--- config.mk ---
export PLATFORM = sky130hd
export DESIGN_NAME = efla_ctrl
export DESIGN_NICKNAME = d
export VERILOG_FILES = /design/src/design/efla_pkg.sv /design/src/design/efla_ctrl.sv
export SDC_FILE = /design/constraint.sdc
export NUM_CORES = 1
export LEC_CHECK = 0
export BUFFER_PORTS_ARGS = -buffer_cell sky130_fd_sc_hd__buf_2
export CORE_UTILIZATION = 60
export CTS_BUF_LIST = sky130_fd_sc_hd__clkbuf_8
export CTS_CLUSTER_SIZE = 10
export DETAILED_ROUTE_END_ITERATION = 6
export PLACE_DENSITY_LB_ADDON = 0.08
export RECOVER_POWER = 100
export SKIP_CTS_REPAIR_TIMING = 1
export SYNTH_ARGS = -nofsm -noshare
export SYNTH_HDL_FRONTEND = slang
export SYNTH_SLANG_ARGS = --single-unit
--- constraint.sdc ---
create_clock -name clk -period 2.38 [get_ports clk]
set_input_delay 0.238 -clock clk [delete_from_list [all_inputs] [get_ports clk]]
set_output_delay 0.238 -clock clk [all_outputs]
set_load 0.005 [all_outputs]
--- src/design/efla_pkg.sv ---
// Shared types, constants and helpers for the explicit free list allocator.
// Used by efla_datapath, efla_ctrl and explicit_free_list_allocator.
package efla_pkg;

  localparam int HEAP_WORDS = 262144;
  localparam int IDX_W      = $clog2(HEAP_WORDS);
  localparam int MAX_WALK   = HEAP_WORDS / 4 + 1;
  localparam int WALK_W     = $clog2(MAX_WALK + 1);
  localparam int ADDR_W     = 20;
  localparam int CHUNK_W    = 17;
  localparam int LIMIT_W    = 21;
  localparam int BRK_W      = 21;
  localparam int WORD_W     = 32;
  localparam logic [WORD_W-1:0] HEAP_CAP  = WORD_W'(HEAP_WORDS) * 32'd4;
  localparam logic [WORD_W-1:0] MIN_BLOCK = 32'd16;
  localparam logic [WORD_W-1:0] TAG_MASK  = ~32'd7;

  // Default register values
  localparam logic [CHUNK_W-1:0] CHUNK_RST = 17'd4096;
  localparam logic [LIMIT_W-1:0] LIMIT_RST = 21'd1048576;

  typedef enum logic [1:0] {
    OP_INIT  = 2'd0,
    OP_ALLOC = 2'd1,
    OP_FREE  = 2'd2,
    OP_NONE  = 2'd3
  } opcode_t;

  typedef enum logic [1:0] {
    ST_OK   = 2'd0,
    ST_ZERO = 2'd1,
    ST_OOM  = 2'd2
  } status_t;

  // Datapath micro-operations
  typedef enum logic [5:0] {
    U_NOP, U_LATCH, U_SET_ZERO, U_SET_OOM, U_OUT,
    U_INIT_CLR, U_INIT_W0, U_INIT_W1, U_INIT_W2, U_INIT_W3,
    U_GROW_SET, U_GROW_EPI,
    U_TAG_HDR, U_TAG_FTR,
    U_PUSH_A, U_PUSH_B, U_PUSH_C,
    U_RM_A, U_RM_B, U_RM_C, U_RM_D,
    U_MG_A, U_MG_B, U_MG_C,
    U_RD_NBH, U_RD_PBH, U_SZ_ADD, U_SZ_ADD_RD_NBH,
    U_TAGS_BP, U_TAGS_PB, U_BP_PB,
    U_MA_INIT, U_FF_RD, U_FF_NEXT_RD, U_FF_STEP, U_NOFIT,
    U_PL_RD, U_PL_CS, U_PL_SPLIT, U_PL_WHOLE, U_PL_REM, U_PL_RES,
    U_F_RD, U_F_SZ, U_F_TAGS
  } uop_t;

  typedef enum logic [5:0] {
    S_IDLE, S_DISPATCH, S_ZERO, S_OOM, S_DONE,
    S_I0, S_I1, S_I2, S_I3, S_I4,
    S_G0, S_G1,
    S_T0, S_T1,
    S_P0, S_P1, S_P2,
    S_R0, S_R1, S_R2, S_R3,
    S_MG0, S_MG1, S_MG2, S_MG_END,
    S_MGA0, S_MGA1, S_MGA2, S_MGA3,
    S_MGB0, S_MGB1, S_MGB2, S_MG_BP,
    S_MGC0, S_MGC1, S_MGC2, S_MGC3,
    S_MA0, S_FF0, S_FF1, S_FF2, S_NOFIT,
    S_PL0, S_PL1, S_PL2, S_PL3, S_PL4, S_PL_END,
    S_F0, S_F1, S_F2
  } ctl_state_t;

  typedef struct packed {
    uop_t uop;
  } dp_cmd_t;

  typedef struct packed {
    opcode_t opc;
    logic    req_zero;
    logic    brk_lt16;
    logic    lim_lt16;
    logic    grow_fail;
    logic    bp_zero;
    logic    walk_max;
    logic    fit;
    logic    pw0;
    logic    rd0;
    logic    split;
    logic    free_pre_ok;
    logic    free_sz_ok;
    logic    out_free;
  } dp_stat_t;

  // Round down to words, then up to an even word count
  function automatic logic [WORD_W-1:0] round_grow(input logic [WORD_W-1:0] bytes);
    logic [WORD_W-1:0] words;
    words = bytes >> 2;
    return ((words + 32'd1) & ~32'd1) << 2;
  endfunction

endpackage

--- src/design/efla_ctrl.sv ---
// Controller state machine of the allocator: sequences datapath micro-ops,
// with a return register for the shared tag, push and unlink routines. Uses efla_pkg.
module efla_ctrl
  import efla_pkg::*;
(
  input  logic     clk,
  input  logic     rst,
  input  logic     s_tvalid,
  output logic     s_tready,
  input  dp_stat_t st,
  output dp_cmd_t  cmd
);

  ctl_state_t state, state_next;
  ctl_state_t ret, ret_next;

  // State and return registers
  always_ff @(posedge clk) begin
    if (rst) begin
      state <= S_IDLE;
      ret   <= S_IDLE;
    end else begin
      state <= state_next;
      ret   <= ret_next;
    end
  end

  assign s_tready = (state == S_IDLE);

  // Next state and micro-op
  always_comb begin
    state_next = state;
    ret_next   = ret;
    cmd.uop    = U_NOP;
    unique case (state)
      S_IDLE: begin
        if (s_tvalid) begin
          cmd.uop = U_LATCH; state_next = S_DISPATCH;
        end
      end
      S_DISPATCH: begin
        case (st.opc)
          OP_INIT:  state_next = S_I0;
          OP_ALLOC: state_next = S_MA0;
          OP_FREE:  state_next = S_F0;
          default:  state_next = S_DONE;
        endcase
      end
      S_ZERO: begin cmd.uop = U_SET_ZERO; state_next = S_DONE; end
      S_OOM:  begin cmd.uop = U_SET_OOM;  state_next = S_DONE; end
      S_DONE: begin
        if (st.out_free) begin
          cmd.uop = U_OUT; state_next = S_IDLE;
        end
      end
      // Heap init
      S_I0: begin
        cmd.uop = U_INIT_CLR; state_next = st.lim_lt16 ? S_OOM : S_I1;
      end
      S_I1: begin cmd.uop = U_INIT_W0; state_next = S_I2; end
      S_I2: begin cmd.uop = U_INIT_W1; state_next = S_I3; end
      S_I3: begin cmd.uop = U_INIT_W2; state_next = S_I4; end
      S_I4: begin cmd.uop = U_INIT_W3; state_next = S_G0; end
      // Grow the break
      S_G0: begin
        if (st.grow_fail) begin
          state_next = S_OOM;
        end else begin
          cmd.uop = U_GROW_SET; state_next = S_T0; ret_next = S_G1;
        end
      end
      S_G1: begin cmd.uop = U_GROW_EPI; state_next = S_MG0; end
      // Write header and footer
      S_T0: begin cmd.uop = U_TAG_HDR; state_next = S_T1; end
      S_T1: begin cmd.uop = U_TAG_FTR; state_next = ret; end
      // Push onto list head
      S_P0: begin cmd.uop = U_PUSH_A; state_next = S_P1; end
      S_P1: begin cmd.uop = U_PUSH_B; state_next = S_P2; end
      S_P2: begin cmd.uop = U_PUSH_C; state_next = ret; end
      // Unlink from list
      S_R0: begin cmd.uop = U_RM_A; state_next = S_R1; end
      S_R1: begin cmd.uop = U_RM_B; state_next = S_R2; end
      S_R2: begin cmd.uop = U_RM_C; state_next = S_R3; end
      S_R3: begin cmd.uop = U_RM_D; state_next = ret; end
      // Coalesce
      S_MG0: begin cmd.uop = U_MG_A; state_next = S_MG1; end
      S_MG1: begin cmd.uop = U_MG_B; state_next = S_MG2; end
      S_MG2: begin
        cmd.uop = U_MG_C;
        if (st.pw0 && st.rd0) begin
          state_next = S_P0; ret_next = S_MG_END;
        end else if (st.pw0) begin
          state_next = S_R0; ret_next = S_MGA0;
        end else if (st.rd0) begin
          state_next = S_MGB0;
        end else begin
          state_next = S_R0; ret_next = S_MGC0;
        end
      end
      S_MGA0: begin cmd.uop = U_RD_NBH; state_next = S_MGA1; end
      S_MGA1: begin cmd.uop = U_SZ_ADD; state_next = S_MGA2; end
      S_MGA2: begin
        cmd.uop = U_TAGS_BP; state_next = S_T0; ret_next = S_MGA3;
      end
      S_MGA3: begin state_next = S_P0; ret_next = S_MG_END; end
      S_MGB0: begin cmd.uop = U_RD_PBH; state_next = S_MGB1; end
      S_MGB1: begin cmd.uop = U_SZ_ADD; state_next = S_MGB2; end
      S_MGB2: begin
        cmd.uop = U_TAGS_PB; state_next = S_T0; ret_next = S_MG_BP;
      end
      S_MG_BP: begin cmd.uop = U_BP_PB; state_next = S_MG_END; end
      S_MGC0: begin cmd.uop = U_RD_PBH; state_next = S_MGC1; end
      S_MGC1: begin cmd.uop = U_SZ_ADD_RD_NBH; state_next = S_MGC2; end
      S_MGC2: begin cmd.uop = U_SZ_ADD; state_next = S_MGC3; end
      S_MGC3: begin
        cmd.uop = U_TAGS_PB; state_next = S_T0; ret_next = S_MG_BP;
      end
      S_MG_END: begin
        state_next = (st.opc == OP_ALLOC) ? S_PL0 : S_DONE;
      end
      // Allocate: first-fit walk
      S_MA0: begin
        if (st.req_zero) begin
          state_next = S_ZERO;
        end else if (st.brk_lt16) begin
          state_next = S_OOM;
        end else begin
          cmd.uop = U_MA_INIT; state_next = S_FF0;
        end
      end
      S_FF0: begin
        if (st.walk_max || st.bp_zero) begin
          state_next = S_NOFIT;
        end else begin
          cmd.uop = U_FF_RD; state_next = S_FF1;
        end
      end
      S_FF1: begin
        if (st.fit) begin
          state_next = S_PL0;
        end else begin
          cmd.uop = U_FF_NEXT_RD; state_next = S_FF2;
        end
      end
      S_FF2:   begin cmd.uop = U_FF_STEP; state_next = S_FF0; end
      S_NOFIT: begin cmd.uop = U_NOFIT;   state_next = S_G0; end
      // Place
      S_PL0: begin cmd.uop = U_PL_RD; state_next = S_PL1; end
      S_PL1: begin
        cmd.uop = U_PL_CS; state_next = S_R0; ret_next = S_PL2;
      end
      S_PL2: begin
        state_next = S_T0;
        if (st.split) begin
          cmd.uop = U_PL_SPLIT; ret_next = S_PL3;
        end else begin
          cmd.uop = U_PL_WHOLE; ret_next = S_PL_END;
        end
      end
      S_PL3: begin
        cmd.uop = U_PL_REM; state_next = S_T0; ret_next = S_PL4;
      end
      S_PL4:    begin state_next = S_P0; ret_next = S_PL_END; end
      S_PL_END: begin cmd.uop = U_PL_RES; state_next = S_DONE; end
      // Free
      S_F0: begin
        if (st.free_pre_ok) begin
          cmd.uop = U_F_RD; state_next = S_F1;
        end else begin
          state_next = S_DONE;
        end
      end
      S_F1: begin
        if (st.rd0) begin
          cmd.uop = U_F_SZ; state_next = S_F2;
        end else begin
          state_next = S_DONE;
        end
      end
      S_F2: begin
        if (st.free_sz_ok) begin
          cmd.uop = U_F_TAGS; state_next = S_T0; ret_next = S_MG0;
        end else begin
          state_next = S_DONE;
        end
      end
      default: state_next = S_IDLE;
    endcase
  end

  a_accept_dispatch: assert property (@(posedge clk) disable iff (rst)
    (s_tvalid && s_tready) |=> (state == S_DISPATCH))
    else $error("accepted transfer not dispatched");

  a_walk_alloc: assert property (@(posedge clk) disable iff (rst)
    (state == S_FF1) |-> (st.opc == OP_ALLOC))
    else $error("list walk outside allocate");

  a_tag_return: assert property (@(posedge clk) disable iff (rst)
    (state == S_T1) |=> (state == $past(ret)))
    else $error("tag routine returned to wrong state");

endmodule

---- Word-level counts from Yosys, hierarchy flattened ----
Index checks and enable logic that the tools add are counted.
cells by class
  equal/unequal tests ..................... 57
  muxes and demuxes ....................... 36
  reduce and logical (&&, ||, !) cells .... 15
operator list
  kind                                            count
  case mux 6 bit (43 select lines)                1
  case mux 6 bit (41 select lines)                1
  == test 6 bit (second input constant)           19
  2-to-1 mux 6 bit                                17
  == test 6 x 5 -> 1 bit (second input constant)  16
  case mux 6 bit (10 select lines)                1
  == test 6 x 4 -> 1 bit (second input constant)  8
  == test 6 x 3 -> 1 bit (second input constant)  4
  2-to-1 mux 4 bit                                6
  case mux 6 bit (3 select lines)                 1
  2-to-1 mux 5 bit                                3
  == test 6 x 2 -> 1 bit (second input constant)  2
  nonzero test 10 bit                             1
  OR reduction 3 bit                              3
  != test 2 bit (second input constant)           4
  OR reduction 2 bit                              4
  == test 6 x 1 -> 1 bit (second input constant)  1
  logical NOT 6 bit                               1
  2-to-1 mux 3 bit                                2
  OR reduction 5 bit                              1
  2-to-1 mux 2 bit                                2
  != test 4 bit (second input constant)           1
  AND reduction 4 bit                             1
  == test 2 x 1 -> 1 bit (second input constant)  1
  6 further kinds                                 7
storage, ports and cells
  register bits ........................... 12
  output and inout port bits .............. 7

---- Longest topological paths before layout ----
  word-level depth ........................ 4
  mapped depth ............................ 9
  mapped depth without buffers ............ 6

---- Worst setup path before layout ----
No wires, ideal clock.
  kind .................................... register -> register
  start ................................... register state[5]
  end ..................................... register ret[2]
  setup time .............................. 0.123 ns
  arrival ................................. 1.631 ns
  setup slack ............................. 0.626 ns
  cell stages (with the launch flop) ...... 7
  cell sequence ........................... dfxtp_1 > buf_4 > and4bb_2 > nand2_1 > o2bb2ai_1 > a21o_2 > mux2_1
on the way
  longest elaborated chain between the ends .. 4
  elaborated cells on any way between the ends .. 18
  those cells by class .................... eq/ne (14); mux (1); reduce/logical (3)
RTL lines
  item                                                            RTL line         text
  from (decl)                                                     efla_ctrl.sv:14  ctl_state_t state, state_next;
  from (signal assigned)                                          efla_ctrl.sv:23  state <= state_next;
  == test 6 bit / == test 6 x 5 -> 1 bit (equally long branches)  efla_ctrl.sv:35  unique case (state)
  OR reduction 2 bit (no source line)                             n/a
  nonzero test 10 bit (no source line)                            n/a
  AND reduction 4 bit (no source line)                            n/a
  to (signal assigned)                                            efla_ctrl.sv:24  ret <= ret_next;
  to (decl)                                                       efla_ctrl.sv:15  ctl_state_t ret, ret_next;
Several ways; a longest one is shown, not always the timed one.
A chain may end at the register's enable or synchronous reset.

==> flow_metrics.tcl <==
set metrics [dict create \
    outcome "finished clean" \
    startpoint_type "flip-flop" \
    synth_top_family_by_area "compound AO/OA/AOI/OAI gates" \
    met1_usage_pct 53.1 \
    yosys.area_share.adder_pct 2.27 \
    synth_mux_area_share_pct 1.47 \
    whs_ns 0.338 \
    post-route-util_pct 71.8 \
    antenna_found_initial 0 \
    slew_viol_final 0 \
    drive_above_1_share_pct 23.4 \
    ys_types 79 \
    yosysSeqAreaShare_pct 10.9 \
    grt_overflow_total 0 \
    finalHoldViolCount 0 \
    syn_nets 324 \
    cpPeakStageDelay_ns 0.37 \
    min_from "s_tvalid" \
    drtIter0Drc 613 \
    use_met3_pct 13.1 \
    grt_pass1_wl_um 12600 \
    synth_area_sq_um 2210 \
    wl_per_cell_um 21.6 \
    core_sq_um 3420 \
    timing.fmax_mhz 442 \
    synth_cells 302 \
    diodes 0 \
    worst_pin_slew_ns 0.682 \
    global_route.usage.met2_pct 63.6 \
    max_cap_violations 0 \
    area_growth_syn_to_layout_pct 11.2 \
    drc 0 \
    clk_latency_ns 0.25 \
    ir_drop_mv 0.550 \
    period_minus_slack_ns 2.26 \
    min_to "state[0]" \
    required_ns 2.14 \
    fin_nets 343 \
    synth_xor_xnor_area_share_pct 0.397 \
    yosysWarnings 0 \
    synth_edf_count 0 \
    grt_max_degree 46 \
    min_path_type "in -> reg" \
    cts.reportedPaths.clkPinSlew_ns 0.06 \
    drt_pass1_iterations 5 \
    port_buffers 24 \
    syn_avg_cell_area_sq_um 7.30 \
    grt_setup_unrepaired "no" \
    cp_cell_sequence "buf_6 -> and4b_1 -> a22oi_2 -> o21ba_2 -> a21boi_1 -> nand4_1 -> buf_2" \
    final_antenna_net_count 0 \
    cts_sinks 12 \
    timing.final.crit_share_pct 95.0 \
    htree_levels 1 \
    yosysMostFrequentCell "nand2_1" \
    grt_pass1_vias 2472 \
    grt.busiest_layer "met2" \
    r2r-start "state[3]" \
    leakagePower_nw 0.870 \
    wirelength_um 7910 \
    synth_compound_area_share_pct 37.8 \
    dieArea_sq_um 3920 \
    synth.area.top_cells "dfxtp_1 11%, nand2b_1 4.5%, nor2b_1 3.7%" \
    routabilityCongestion 1.02 \
    rr_worst_depth 6 \
    pwr_density_cell_nw_per_um2 806 \
    clock-root-buffer "clkbuf_8" \
    synth_top_cell_area_share_pct 10.9 \
    skew_ns 0.0103 \
    synth_common_cells "18 x nand2_1, 16 x nand2b_1, 16 x nor2_1" \
    worst-r2r-setup-slack_ns 0.18 \
    synth-simple-area-share_pct 36.3 \
    synth_largest_area_cell "dfxtp_1" \
    setup_viol 0 \
    ys_ff_latch 12 \
    async_flop_share_pct 0 \
    fp.dieH_um 62.6 \
    place_hpwl_um 5810 \
    critical_path_class "reg -> out" \
    die_w_um 62.6 \
    rows 21 \
    grt_usage_pct 41.0 \
    start_util_pct 64.6 \
    via_per_inst 7.34 \
    ios 25 \
    cts_tree "yes" \
    synth_ff_type "dfxtp_1" \
    clock_path_buffers 2 \
    cts_buffers 3 \
    reg2reg_to "state[2]" \
    arrival_ns 2.02 \
    end_kind "output port" \
    fillerInstances 306 \
    slew_headroom_pct 54.4 \
    vias 2688 \
    crit_fanout 22 \
    hold_depth 3 \
    critPathSlowestCell "dfxtp_2" \
]
==> worst max-delay path, delay by kind of cell, from the launching register on <==
kind / cells / cell delay (ns)
AO/OA/AOI/OAI: 3 / 0.74
flip-flops: 1 / 0.37
AND/OR/NAND/NOR: 2 / 0.34
buffers and inverters: 2 / 0.32
==> cells in the final DEF (no fill, tap or decap), drive strengths merged, types with 7 or more instances in the layout <==
cell type  instances
o21ai             12
nand3              8
nor2b             13
nor3              12
a21oi             14
o22ai              7
nand2             18
a211oi             8
inv               10
dfxtp             12
a31oi             10
nor2              17
nand2b            16
o211ai             7
buf               45
==> report_power, final <==
part	switching, mW	internal [mW]
clock	0.0854	0.146
combinational	0.861	0.567
sequential	0.0808	0.236
==> logic make-up (layout without fill, tap and decap cells) <==
family	after synthesis	count (layout)
compound gates	108	108
buf+inv	43	61
mux	3	3
xor+xnor	1	1
simple gates	131	131
fa+ha+maj	4	4
flops	12	12
==> registers in the layout, summed over array words and instances, names as in the netlist <==
signal,cells
ret,6
state,6
==> routing by layer <==
metal	part of all wire (%)	wire length (um)
met5	0	0
met4	5.0	393
met3	15	1200
met2	42	3350
met1	37	2970
==> layout make-up <==
type	instances	area, sq um	share of cell area, %
tap	46	57.6	2.35
sequential	12	245	10.0
multi-input combinational	247	1730	70.6
inverter	11	41.3	1.68
timing repair buffer	46	323	13.2
clock buffer	4	55.1	2.24
==> worst max-delay path by stage <==
stage	startpoint	end
global route	state[3]	cmd[0]
CTS	state[5]	cmd[2]
global placement	state[3]	state[2]
detailed placement	state[3]	state[2]
floorplan	state[5]	ret[2]
finish	state[4]	cmd[2]
==> per-stage QoR <==
step	instance area (sq um)	TNS, ns	setup WS, ns	cells	power (mW)
detailed placement	2390	0	0.138	362	1.68
global placement	2390	0	0.137	362	1.69
global route	2450	0	0.0634	366	2.08
floorplan	2210	0	0.626	302	1.30
finish	2450	0	0.119	366	1.98
CTS	2440	-0.160	-0.0704	366	1.91
Power figures use the tool's default switching activity.
